$ cat config.mk
export PLATFORM = sky130hd
export DESIGN_NAME = dkl_xform
export DESIGN_NICKNAME = d
export VERILOG_FILES = /design/src/design/dkl_pkg.sv /design/src/design/dkl_xform.sv
export SDC_FILE = /design/constraint.sdc
export NUM_CORES = 2
export LEC_CHECK = 0
export BUFFER_PORTS_ARGS = -buffer_cell sky130_fd_sc_hd__buf_2
export CAP_MARGIN = 20
export CORE_MARGIN = 4
export CORE_UTILIZATION = 45
export DETAILED_ROUTE_END_ITERATION = 7
export PLACE_DENSITY = 0.65
export REMOVE_ABC_BUFFERS = 1
export SYNTH_ARGS = -nofsm -noshare
export SYNTH_HDL_FRONTEND = slang
export SYNTH_SLANG_ARGS = --single-unit
$ cat constraint.sdc
create_clock -name clk -period 16.9 [get_ports clk]
set_input_delay 3.38 -clock clk [delete_from_list [all_inputs] [get_ports clk]]
set_output_delay 3.38 -clock clk [all_outputs]
set_load 0.05 [all_outputs]
$ cat src/design/dkl_pkg.sv
// dkl_pkg: shared types, constants and step functions for the keyed LFSR
// word transform. No dependencies.
package dkl_pkg;

  localparam logic [31:0] K_FEED  = 32'h8050_0062;
  localparam logic [31:0] K_MIX_A = 32'h5B2C_004A;
  localparam logic [31:0] K_MIX_B = 32'h8034_25C3;

  localparam logic [11:0] TAPS [4] = '{12'h480, 12'h4A0, 12'h580, 12'h5A0};

  localparam int KG_STAGES   = 3;   // key derivation register stages
  localparam int KG_STEPS    = 4;   // LFSR steps per lane per stage
  localparam int XF_STEPS    = 3;   // transform steps per stage
  localparam int XF_STAGES   = 13;  // 39 steps total
  localparam int LATENCY     = KG_STAGES + 2 * XF_STAGES + 3;

  typedef struct packed {
    logic [63:0] tbl;
    logic [1:0]  order;
    logic        inv;
    logic [31:0] nmask;
    logic [11:0] start;
  } key_t;

  typedef struct packed {
    key_t        key;
    logic        kind;
    logic [31:0] a;
    logic [31:0] b;
    logic [31:0] x;
  } tok_t;

  typedef struct packed {
    logic [11:0] r;
    logic [31:0] d;
    logic [1:0]  sel;
  } xf_st_t;

  function automatic logic table_bit(logic [63:0] tbl, logic [1:0] order, logic [4:0] i);
    logic [5:0] idx;
    case (order)
      2'd0: idx = {i[4:3], 1'b0, ~i[2:0]};
      2'd1: idx = {i[4:2], ~i[2:0]};
      2'd2: idx = {1'b0, i[4:3], ~i[2:0]};
      default: idx = {1'b0, i[4:3], i[2:0]};
    endcase
    return tbl[idx];
  endfunction

  // returns {output bit, next register}
  function automatic logic [12:0] lfsr_step(logic [11:0] r, logic [4:0] sel, key_t k);
    logic [11:0] r2;
    logic [11:0] rn;
    logic        fb;
    logic        tb;
    fb = ^(r & TAPS[sel[2:1]]);
    r2 = r ^ {9'b0, sel[0], 2'b00};
    tb = table_bit(k.tbl, k.order, sel) ^ k.inv;
    rn = {r2[10:0], fb ^ tb};
    rn[0] = rn[0] ^ k.nmask[sel];
    return {rn[11] ^ tb, rn};
  endfunction

  function automatic xf_st_t xf_step(xf_st_t st, key_t k);
    logic [7:0]  byte_v;
    logic [12:0] lr;
    logic [31:0] sh;
    xf_st_t      o;
    byte_v = 8'(st.d >> {st.sel, 3'b000});
    lr     = lfsr_step(st.r, byte_v[4:0], k);
    sh     = {1'b0, st.d[31:1]};
    o.r    = lr[11:0];
    o.sel  = {st.d[0], lr[12]};
    o.d    = (st.d[0] == lr[12]) ? sh : (sh ^ K_FEED);
    return o;
  endfunction

  function automatic logic [31:0] rotl32(logic [31:0] v, logic [4:0] s);
    return (v << s) | (v >> (6'd32 - {1'b0, s}));
  endfunction

  // returns {a, b}
  function automatic logic [63:0] pre_mix(logic [31:0] a_in, logic [31:0] b_in);
    logic [31:0] a;
    logic [31:0] b;
    logic [31:0] t;
    a = a_in;
    b = b_in;
    for (int k = 0; k < 6; k++) begin
      t = rotl32(a ^ K_MIX_A, 5'(25 - 5 * k)) ^ b;
      b = a;
      a = t;
    end
    return {a, b};
  endfunction

  function automatic logic [63:0] mid_mix(logic [31:0] a_in, logic [31:0] b_in);
    logic [31:0] a;
    logic [31:0] b;
    logic [31:0] t;
    a = a_in;
    b = b_in;
    for (int k = 0; k < 6; k++) begin
      t = rotl32(a ^ K_MIX_B, 5'(10 - 2 * k)) ^ b;
      b = a;
      a = t;
    end
    return {a, b};
  endfunction

endpackage

$ cat src/design/dkl_xform.sv
// dkl_xform: 39-step keyed LFSR word transform, three steps per stage.
// Transforms tok.a into tok.x, carries the rest. Depends on dkl_pkg.
module dkl_xform import dkl_pkg::*; (
  input  logic clk,
  input  logic rst,
  input  logic in_valid,
  input  tok_t in_tok,
  output logic out_valid,
  output tok_t out_tok
);

  xf_st_t st      [XF_STAGES];
  tok_t   tk      [XF_STAGES];
  logic   vld     [XF_STAGES];
  xf_st_t src_st  [XF_STAGES];
  tok_t   src_tk  [XF_STAGES];
  logic   src_vld [XF_STAGES];

  assign src_st[0]  = '{r: in_tok.key.start, d: in_tok.a, sel: 2'b00};
  assign src_tk[0]  = in_tok;
  assign src_vld[0] = in_valid;

  for (genvar g = 1; g < XF_STAGES; g++) begin : g_link
    assign src_st[g]  = st[g-1];
    assign src_tk[g]  = tk[g-1];
    assign src_vld[g] = vld[g-1];
  end

  for (genvar g = 0; g < XF_STAGES; g++) begin : g_stage
    xf_st_t st_next;
    always_comb begin
      st_next = src_st[g];
      for (int s = 0; s < XF_STEPS; s++) st_next = xf_step(st_next, src_tk[g].key);
    end
    always_ff @(posedge clk) begin
      if (rst) begin
        vld[g] <= 1'b0;
      end else begin
        vld[g] <= src_vld[g];
      end
      st[g] <= st_next;
      tk[g] <= src_tk[g];
    end
  end

  always_comb begin
    out_tok   = tk[XF_STAGES-1];
    out_tok.x = st[XF_STAGES-1].d;
  end
  assign out_valid = vld[XF_STAGES-1];

endmodule

==> key figures <==
Logic synthesis
  • Post-synthesis adder-cell area fraction: 0%
  • Yosys cell types: 114
  • Asr flop ratio synth: 0%
  • Top post-synthesis cells by count: 2815 x dfxtp_1, 879 x nand2_1, 493 x o21ai_0, 443 x mux2i_1, 391 x mux4_2
  • Gate Count Post-Synth: 9698
  • Top_reg_cell synth: dfxtp_1
  • Warnings, synthesis: 0
  • Synth top area cells: dfxtp_1 53%, mux4_2 8.2%, mux2i_1 4.1%
  • Top-area cell type share of the netlist area: 52.6%
  • Cell taking the most area after synthesis: dfxtp_1
  • Fraction of the mapped netlist area in simple logic gates: a little over a tenth
  • Count leader, synth: dfxtp_1
  • Seq/Total Area, Yosys: 52.6%
  • Mapped Area: 107000 um^2
  • Mux share of post-synthesis cell area: 14.2%
  • Syn_area_per_cell: 11.1 um^2
  • Compound-Gate Fraction of Synth Area: 15.0%
  • XOR/XNOR Fraction of Synth Area: 4.56%
  • Main combinational cell family by area after synthesis: compound AO/OA/AOI/OAI gates
  • Flops & latches, synth: between 2000 and 3000
  • Number of synthesized flops with an enable pin: 0

Final layout
  • Final instance area: ~120000 um^2
  • Fin nets: 10200
  • Final Util: 51.8%
  • Multi-input gate area: 47700 um^2
  • # fillers: 20600
  • Register Area: 56400 um^2
  • Final cell count without fillers: 13400
  • Ratio of cells with drive above 1 in the final layout: 16.1%
  • Area delta synth->final: 14.0%

Route
  • Number of optimization iterations in the first detailed-route pass: 8
  • Post-route ant nets: 0
  • Vias: 84400
  • Drt drc: 0
  • Vias per cell: 6.29
  • Avg WL per Cell: 31.8 um
  • Final WL: 426 mm
  • Initial DRC count: 11100

CTS
  • CTS tree: done
  • Postcts setup bufs: 0
  • Root Driver: clkbuf_16
  • Clock tree buffer depth: 4
  • CTS H-Tree Depth: 5
  • Clock Latency Late Sink: approximately 980 ps
  • Post-cts gate resize count: 0
  • CTS sink cnt: ~2800
  • Reg clk slew, reported paths: 60 ps
  • Clock buffer count from CTS: 296
  • Hold-fix buffers, CTS: 0

Global routing
  • Initial antenna violation count: 24
  • Total track usage: approximately 33%
  • Vias in the first global route: 80600
  • Gr ovfl total: 0
  • First-pass GRT wire length: 595 mm
  • Largest net degree at the start of global routing: 50

Worst setup path
  • Critical Path Source: in_tok[143]
  • Crit end category: flip-flop
  • CP Launch Type: input port
  • Worst reg-to-reg setup slack: between 4000 and 5000 ps
  • CP Class: in2reg
  • Top cell by count, worst path: mux4_2
  • Reg-to-reg startpoint: tk[1][767]
  • Worst-path maximum fanout: 32
  • Reg-to-reg endpoint: st[1][206]
  • Slowest library cell on the worst path: o21ai_1
  • Critical path data arrival time: 13330 ps
  • WP data required: approximately 18000 ps
  • Max stage delay on crit path: roughly 850 ps
  • Worst Setup EP: st[0][34]
  • FF-to-FF path depth: 28

Outcome
  • Outcome: finished, final reports clean

Timing
  • Peak Freq: 79.8 MHz
  • Fin crit period: ~13000 ps
  • Fin Setup TNS: 0 ps
  • Tcrit/Tclk final: 74.2%
  • Slew HR: 16.1%
  • Final hold violations: 0
  • RSZ-0062 raised after global routing: no
  • Max-slew violations: 0
  • Post-Route Skew: 103 ps
  • Setup Viol. Count Final: 0
  • Worst-margin pin slew: 1220 ps

Floorplan
  • IO Count: 420
  • Row Count: 178
  • Die footprint: 246000 um^2
  • DIE WIDTH: 496 um
  • Die H: 496 um
  • Initial Util: 45.4%
  • Core ar.: 236000 um^2

Flow run
  • Max-Cap Viols: 0

Placed design
  • Hpwl dp: 321 mm
  • Gpl congestion: 1.03
  • DP Area: 112000 um^2
  • Placed insts: 12900
  • Port bufs: 387

Hold path
  • HP Class: reg2reg
[cell type report]
cell class                 count  area share [%]
sequential                  2815            46.1
multi-input combinational   6078            39.0
clock buffer                 384            6.73
tap                         3150            3.22
timing repair buffer         536            2.51
clock inverter               120            1.45
inverter                     301           0.924
antenna                       26          0.0532
[flip-flops by register name, indices dropped and copies added (netlist names)]
signal,count
st,559
tk,2243
vld,13
[worst max-delay path, delay by kind of cell]
kind	cells	cell delay, ps
AO/OA/AOI/OAI	10	2910
XOR/XNOR	4	1130
buffers and inverters	4	1160
multiplexers	6	3160
AND/OR/NAND/NOR	6	1490
[logic make-up (layout without fill, tap and decap cells)]
logic type	after synthesis	after routing
flops	2815	2815
compound gates	2285	2285
simple gates	2276	2276
mux	988	988
buf+inv	805	1341
xor+xnor	529	529
other cells	0	26
[through the flow]
step | setup WS (ps) | hold WS (ps)
after floorplan | 4190 | 310
after global placement | 3300 | 309
after detailed placement | 3590 | 312
after CTS | 4540 | 274
after global routing | 3900 | 280
final | 4360 | 280
[metal layers]
layer / wire [um] / GRT usage, % / share of wire [%]
met5: 63 / 0 / 0.015
met4: 34000 / 22.6 / 8.0
met2: 193000 / 52.9 / 45
met1: 162000 / 40.8 / 38
met3: 36300 / 7.17 / 8.5
[worst min-delay path by stage]
stage	startpoint	endpoint	slack (ps)	cells after the start
2_1_floorplan	st[0][63]	st[0][106]	310	0
4_1_cts	tk[0][1100]	tk[0][1308]	270	0
5_1_grt	tk[0][1100]	tk[0][1308]	280	0
3_5_place_dp	tk[0][1520]	tk[1][64]	310	0
3_3_place_gp	tk[1][39]	tk[1][247]	310	0
6_report	tk[0][681]	tk[0][889]	280	0
[cells in the final DEF (no fill, tap or decap), types with 40 or more instances in the layout]
master,instances
nand4_1,132
nand3_1,215
mux2i_1,436
o21ai_0,492
dfxtp_1,2815
inv_1,293
mux4_2,391
xor2_1,142
clkbuf_8,40
a31oi_1,67
a222oi_1,110
a21oi_1,310
and3_1,78
and2_1,92
a22o_1,96
buf_2,388
nor2b_1,93
buf_4,144
a221oi_1,78
o2111ai_1,52
nor2_1,300
o22ai_1,143
a22oi_1,169
xnor2_1,359
a211oi_1,148
nand2b_1,60
o211ai_1,77
clkbuf_16,300
nand2_1,878
nor3_1,110
clkbuf_1,44
mux2_2,136
a311oi_1,52
nor3b_1,41
Power is left out: the tool's default activity adds up to more than one toggle a clock period on the data nets, which glitch-free logic cannot reach.
