`src/design/dkl_pkg.sv`:
```
// dkl_pkg: shared types, constants and step functions for the keyed LFSR
// word transform. No dependencies.
package dkl_pkg;

  localparam logic [31:0] K_FEED  = 32'h8050_0062;
  localparam logic [31:0] K_MIX_A = 32'h5B2C_004A;
  localparam logic [31:0] K_MIX_B = 32'h8034_25C3;

  localparam logic [11:0] TAPS [4] = '{12'h480, 12'h4A0, 12'h580, 12'h5A0};

  localparam int KG_STAGES   = 3;   // key derivation register stages
  localparam int KG_STEPS    = 4;   // LFSR steps per lane per stage
  localparam int XF_STEPS    = 3;   // transform steps per stage
  localparam int XF_STAGES   = 13;  // 39 steps total
  localparam int LATENCY     = KG_STAGES + 2 * XF_STAGES + 3;

  typedef struct packed {
    logic [63:0] tbl;
    logic [1:0]  order;
    logic        inv;
    logic [31:0] nmask;
    logic [11:0] start;
  } key_t;

  typedef struct packed {
    key_t        key;
    logic        kind;
    logic [31:0] a;
    logic [31:0] b;
    logic [31:0] x;
  } tok_t;

  typedef struct packed {
    logic [11:0] r;
    logic [31:0] d;
    logic [1:0]  sel;
  } xf_st_t;

  function automatic logic table_bit(logic [63:0] tbl, logic [1:0] order, logic [4:0] i);
    logic [5:0] idx;
    case (order)
      2'd0: idx = {i[4:3], 1'b0, ~i[2:0]};
      2'd1: idx = {i[4:2], ~i[2:0]};
      2'd2: idx = {1'b0, i[4:3], ~i[2:0]};
      default: idx = {1'b0, i[4:3], i[2:0]};
    endcase
    return tbl[idx];
  endfunction

  // returns {output bit, next register}
  function automatic logic [12:0] lfsr_step(logic [11:0] r, logic [4:0] sel, key_t k);
    logic [11:0] r2;
    logic [11:0] rn;
    logic        fb;
    logic        tb;
    fb = ^(r & TAPS[sel[2:1]]);
    r2 = r ^ {9'b0, sel[0], 2'b00};
    tb = table_bit(k.tbl, k.order, sel) ^ k.inv;
    rn = {r2[10:0], fb ^ tb};
    rn[0] = rn[0] ^ k.nmask[sel];
    return {rn[11] ^ tb, rn};
  endfunction

  function automatic xf_st_t xf_step(xf_st_t st, key_t k);
    logic [7:0]  byte_v;
    logic [12:0] lr;
    logic [31:0] sh;
    xf_st_t      o;
    byte_v = 8'(st.d >> {st.sel, 3'b000});
    lr     = lfsr_step(st.r, byte_v[4:0], k);
    sh     = {1'b0, st.d[31:1]};
    o.r    = lr[11:0];
    o.sel  = {st.d[0], lr[12]};
    o.d    = (st.d[0] == lr[12]) ? sh : (sh ^ K_FEED);
    return o;
  endfunction

  function automatic logic [31:0] rotl32(logic [31:0] v, logic [4:0] s);
    return (v << s) | (v >> (6'd32 - {1'b0, s}));
  endfunction

  // returns {a, b}
  function automatic logic [63:0] pre_mix(logic [31:0] a_in, logic [31:0] b_in);
    logic [31:0] a;
    logic [31:0] b;
    logic [31:0] t;
    a = a_in;
    b = b_in;
    for (int k = 0; k < 6; k++) begin
      t = rotl32(a ^ K_MIX_A, 5'(25 - 5 * k)) ^ b;
      b = a;
      a = t;
    end
    return {a, b};
  endfunction

  function automatic logic [63:0] mid_mix(logic [31:0] a_in, logic [31:0] b_in);
    logic [31:0] a;
    logic [31:0] b;
    logic [31:0] t;
    a = a_in;
    b = b_in;
    for (int k = 0; k < 6; k++) begin
      t = rotl32(a ^ K_MIX_B, 5'(10 - 2 * k)) ^ b;
      b = a;
      a = t;
    end
    return {a, b};
  endfunction

endpackage

```
`src/design/dkl_keygen.sv`:
```
// dkl_keygen: three-stage key derivation, 32 LFSR lanes of 12 steps each.
// Depends on dkl_pkg.
module dkl_keygen import dkl_pkg::*; (
  input  logic        clk,
  input  logic        rst,
  input  logic        in_valid,
  input  logic        kind,
  input  logic [63:0] sec_bytes,
  input  logic [7:0]  col_mask,
  input  logic [7:0]  init_vector,
  input  logic [1:0]  bit_order,
  input  logic [63:0] payload,
  output logic        out_valid,
  output tok_t        out_tok
);

  // stage 0/1 side data
  logic        v0, v1;
  key_t        k0, k1;
  logic [7:0]  pcm0, pcm1;
  logic        fb0, fb1;
  logic [31:0] pat0, pat1;
  logic        kind0, kind1;
  logic [63:0] pl0, pl1;
  logic [11:0] lane0 [32];
  logic [11:0] lane1 [32];

  logic        fb_c;
  logic [7:0]  pcm_c;
  logic [7:0]  lo;
  logic [31:0] pat_c;
  key_t        k_c;
  logic [11:0] lane0_next [32];
  logic [11:0] lane1_next [32];
  logic [31:0] mask_c;
  tok_t        tok_next;

  always_comb begin
    logic [11:0] r;
    logic [12:0] lr;
    fb_c  = ~table_bit(sec_bytes, bit_order, 5'd0);
    pcm_c = fb_c ? col_mask : ~col_mask;
    lo    = {~init_vector[0], init_vector[0], ~init_vector[1], init_vector[1],
             ~init_vector[2], init_vector[2], ~init_vector[3], init_vector[3]};
    pat_c = {~lo, ~lo, lo, lo};
    for (int b = 0; b < 8; b++) begin
      pat_c[8 + b]  = pat_c[8 + b] ^ table_bit(sec_bytes, bit_order, 5'(b + 8))
                      ^ init_vector[4];
      pat_c[24 + b] = pat_c[24 + b] ^ table_bit(sec_bytes, bit_order, 5'(b + 24))
                      ^ init_vector[4];
    end
    k_c.tbl   = sec_bytes;
    k_c.order = bit_order;
    k_c.inv   = init_vector[5];
    k_c.nmask = '0;
    k_c.start = '0;
    for (int i = 0; i < 32; i++) begin
      r = {1'b0, pcm_c, 3'b000};
      for (int s = 0; s < KG_STEPS; s++) begin
        lr = lfsr_step(r, 5'(i), k_c);
        r  = lr[11:0];
      end
      lane0_next[i] = r;
    end
  end

  always_comb begin
    logic [11:0] r;
    logic [12:0] lr;
    for (int i = 0; i < 32; i++) begin
      r = lane0[i];
      for (int s = 0; s < KG_STEPS; s++) begin
        lr = lfsr_step(r, 5'(i), k0);
        r  = lr[11:0];
      end
      lane1_next[i] = r;
    end
  end

  // last stage: finish the runs and fold them into the mask
  always_comb begin
    logic [12:0] lr;
    for (int i = 0; i < 32; i++) begin
      lr = {1'b0, lane1[i]};
      for (int s = 0; s < KG_STEPS; s++) lr = lfsr_step(lr[11:0], 5'(i), k1);
      mask_c[i] = table_bit(k1.tbl, k1.order, 5'(i)) ^ 1'(i) ^ pat1[i] ^ lr[12];
    end
    tok_next.key       = k1;
    tok_next.key.nmask = mask_c;
    tok_next.key.start = {1'b0, pcm1, fb1, fb1, fb1};
    tok_next.kind      = kind1;
    tok_next.a         = pl1[31:0];
    tok_next.b         = pl1[63:32];
    tok_next.x         = '0;
  end

  always_ff @(posedge clk) begin
    if (rst) begin
      v0 <= 1'b0;
      v1 <= 1'b0;
      out_valid <= 1'b0;
    end else begin
      v0 <= in_valid;
      v1 <= v0;
      out_valid <= v1;
    end
    k0 <= k_c;     pcm0 <= pcm_c; fb0 <= fb_c; pat0 <= pat_c;
    kind0 <= kind; pl0 <= payload; lane0 <= lane0_next;
    k1 <= k0;      pcm1 <= pcm0;  fb1 <= fb0;  pat1 <= pat0;
    kind1 <= kind0; pl1 <= pl0;   lane1 <= lane1_next;
    out_tok <= tok_next;
  end

endmodule

```
`config.mk`:
```
export PLATFORM = sky130hd
export DESIGN_NAME = dkl_keygen
export DESIGN_NICKNAME = d
export VERILOG_FILES = /design/src/design/dkl_pkg.sv /design/src/design/dkl_keygen.sv
export SDC_FILE = /design/constraint.sdc
export NUM_CORES = 1
export LEC_CHECK = 0
export BUFFER_PORTS_ARGS = -buffer_cell sky130_fd_sc_hd__buf_2
export CAP_MARGIN = 15
export CORE_ASPECT_RATIO = 1.75
export CORE_UTILIZATION = 25
export DETAILED_ROUTE_END_ITERATION = 12
export GPL_TIMING_DRIVEN = 0
export HOLD_SLACK_MARGIN = 0.08
export PLACE_DENSITY_LB_ADDON = 0.12
export REMOVE_ABC_BUFFERS = 1
export SLEW_MARGIN = 5
export SYNTH_ARGS = -nofsm -noshare
export SYNTH_HDL_FRONTEND = slang
export SYNTH_SLANG_ARGS = --single-unit
```
`constraint.sdc`:
```
create_clock -name clk -period 1.98 [get_ports clk]
set_clock_uncertainty 0.15 [all_clocks]
set_input_delay 0 -clock clk [delete_from_list [all_inputs] [get_ports clk]]
set_output_delay 0 -clock clk [all_outputs]
set_load 0.005 [all_outputs]
```
==> results_dict.tcl <==
set metrics [dict create \
    status "finished, final reports clean" \
    grt_util_met1 0.103 \
    via_count 7746 \
    worstHoldPathCells 5 \
    fillCellCount 5162 \
    fmaxAchievable_ghz 0.530 \
    synth-seq-area-share 0.838 \
    cts_sinks 570 \
    crit_family "buffers and inverters" \
    grt_pass1_vias 8294 \
    clkLatencyLatePin_ps 570 \
    root_buffer "clkbuf_16" \
    postSynthCellCount 820 \
    htreeDepth 2 \
    r2r_end "out_tok[127]$_DFF_P_" \
    use_met2 0.226 \
    routed_wl_um 31900 \
    maxSlewViolCount 0 \
    hp-class "in2reg" \
    critical_path.startpoint_type "primary input" \
    core_mm2 0.0535 \
    ys_ff_latch 570 \
    layout-drive-gt1-share 0.283 \
    rsz0062_at_grt "no" \
    drt-vias-per-instance 3.50 \
    clk_pin_slew_worst_paths_ps 60 \
    max-slew-margin-rel 0.429 \
    ys_warn_count 0 \
    grt_pass1_wl_um 46900 \
    numPlacedInstances 1810 \
    cpMaxStageDelayCell "dlygate4sd3_1" \
    power.leakage_nw 9.06 \
    endpoint_kind "register" \
    drc 0 \
    max-cap-violations 0 \
    reg2reg_depth 3 \
    ys_types 21 \
    drtPass1Iterations 4 \
    r2r-start "k1[44]$_DFF_P_" \
    port_buffers 323 \
    period_needed_ps 1890 \
    pre_cts_ws_ps -1060 \
    crit_type "in2reg" \
    top_usage_layer "met2" \
    clockBufferDepth 3 \
    fin_ws_ps 94.1 \
    worstMarginPinSlew_ps 839 \
    fp.dieArea_mm2 0.0555 \
    holdCritStartpoint "bit_order[0]" \
    crit_arrival_ps 2170 \
    drt_iter0_drc 207 \
    syn_avg_cell_area_um2 16.6 \
    postRouteAntennaNets 0 \
    r2r_setup_slack_ps 410 \
    io_pins 359 \
    die_h_um 311 \
    gr-total-overflow 0 \
    use_met3 0.0379 \
    period_share 0.952 \
    area_delta_synth_final_pct 53.0 \
    start_util 0.254 \
    hold_viol_final 0 \
    power_density_mw_per_mm2 1260 \
    finalHoldWorstSlack_ps 86.8 \
    worstPathCellList "buf_4, buf_12, dlygate4sd3_1, buf_12, dlygate4sd3_1, a21oi_1, xnor2_1" \
    critPathRequiredTime_ps 2260 \
    detail_route.wl_per_cell_um 14.4 \
    critPathMaxStageDelay_ps 770 \
    dp_hpwl_um 19700 \
    gp_congestion 0.680 \
    syn_area_mm2 0.0136 \
    final_util 0.389 \
    worst_ir_drop_vdd_mv 0.621 \
    antenna_found_initial 3 \
    grt_start_max_net_pins 30 \
    cts_setup_buffers 0 \
    numCtsBuffers 52 \
    track_usage 0.115 \
    num-nets-final 1638 \
    crit_fanout 29 \
    worst_hold_path.endpoint "lane0[267]$_DFF_P_" \
    dieWidth_um 178 \
    worst-path-buf-inv 5 \
    finalSetupViolCount 0 \
    rows 112 \
    layout.cells.non_filler 2216 \
    cts_tree "done" \
]
## timing repair
item,in CTS,in global routing
hold buffers,308,0
resized for setup,2,0
endpoints found under the hold margin,200,0
setup endpoints to repair,17,0
## flip-flops by register name (all words and copies together) (netlist names), 7 cells and up
signal   count
pl0         64
lane1       32
pat1        24
pl1         64
out_tok    173
pcm1         8
lane0       33
pcm0         7
pat0        24
k0          67
k1          67
## cell families after synthesis
logic type      Yosys count  synth area share
compound gates           16           0.00588
xor+xnor                127            0.0883
buf+inv                  54            0.0262
flops                   570             0.838
mux                      32            0.0355
other cells               1          0.000275
simple gates             20           0.00625
## tightest hold or removal path, delay by kind of cell
family,cells,cell delay (ps)
xor gates and xnor gates,1,80
muxes,1,200
AOI/OAI and AO/OA,1,140
and+or+nand+nor,1,60
buffers and inverters,1,260
## cells in the mapped netlist
master    instances  area, um2
buf_2             6       30.0
inv_1             4       15.0
buf_4            37        278
conb_1            1       3.75
xnor2_1          83        727
buf_6             1       11.3
xnor3_2           1       23.8
mux4_2           12        270
mux2i_4           1       22.5
nor2_1            6       22.5
o21ai_0          10       50.1
clkbuf_1          6       22.5
a21oi_1           6       30.0
nand2_1          10       37.5
mux2i_1          19        190
xor2_4            1       27.5
xor2_1           39        342
nand2_2           1       6.26
xnor2_4           3       82.6
dfxtp_1         570      11400
nor2b_1           3       18.8
## worst max path at each step
stage / cells after the start / end / slack [ps] / startpoint
finish: 7 / lane0[159]$_DFF_P_ / 90 / bit_order[1]
global route: 7 / lane0[159]$_DFF_P_ / 20 / bit_order[1]
CTS: 7 / lane0[159]$_DFF_P_ / 10 / bit_order[1]
detailed placement: 5 / lane0[351]$_DFF_P_ / -1060 / bit_order[0]
global placement: 5 / lane0[351]$_DFF_P_ / -1080 / bit_order[0]
floorplan: 2 / out_tok[128]$_DFF_P_ / 270 / k1[44]$_DFF_P_
## power breakdown
part           switching (W)  total [W]  internal (W)
clock network        0.00429     0.0105       0.00623
registers           0.000372     0.0133        0.0129
logic                0.00112    0.00253       0.00141
total                0.00578     0.0263        0.0205
## metrics by stage
stage                     setup TNS (ps)  total power, W  cell area [um2]
after global routing                   0          0.0276            20800
after CTS                              0          0.0269            20800
after global placement            -42390          0.0156            15900
final                                  0          0.0263            20800
after floorplan                        0          0.0144            13400
after detailed placement          -23460          0.0156            15900
## metal layers
metal  vias to the layer above  wire length [um]  share of wire
li1                       3844                 -              -
met1                      3557             10800           0.34
met2                       278             17400           0.54
met3                        63              2670          0.084
met4                         4              1020          0.032
met5                         -                29        0.00091
## cell usage in the layout (no fill, tap or decap), drive strengths merged
master,instances
nand2,11
nor2,6
conb,33
clkinv,12
diode,1
dfxtp,570
dlygate4sd3,306
o21ai,10
nor2b,3
clkbuf,71
a21oi,6
buf,326
inv,5
clkinvlp,6
mux2i,20
bufinv,7
xnor3,1
mux4,12
xor2,40
xnor2,86
## cell type report
| type | instances | area (um2) | area share |
|---|---|---|---|
| inverter | 4 | 15.0 | 0.000721 |
| tap | 684 | 856 | 0.0411 |
| multi-input combinational | 228 | 1970 | 0.0947 |
| timing repair buffer | 632 | 4740 | 0.228 |
| antenna | 1 | 2.50 | 0.000120 |
| clock inverter | 26 | 339 | 0.0163 |
| sequential | 570 | 11400 | 0.548 |
| clock buffer | 71 | 1500 | 0.0718 |
Note: power is estimated with default switching activity, not from simulation.
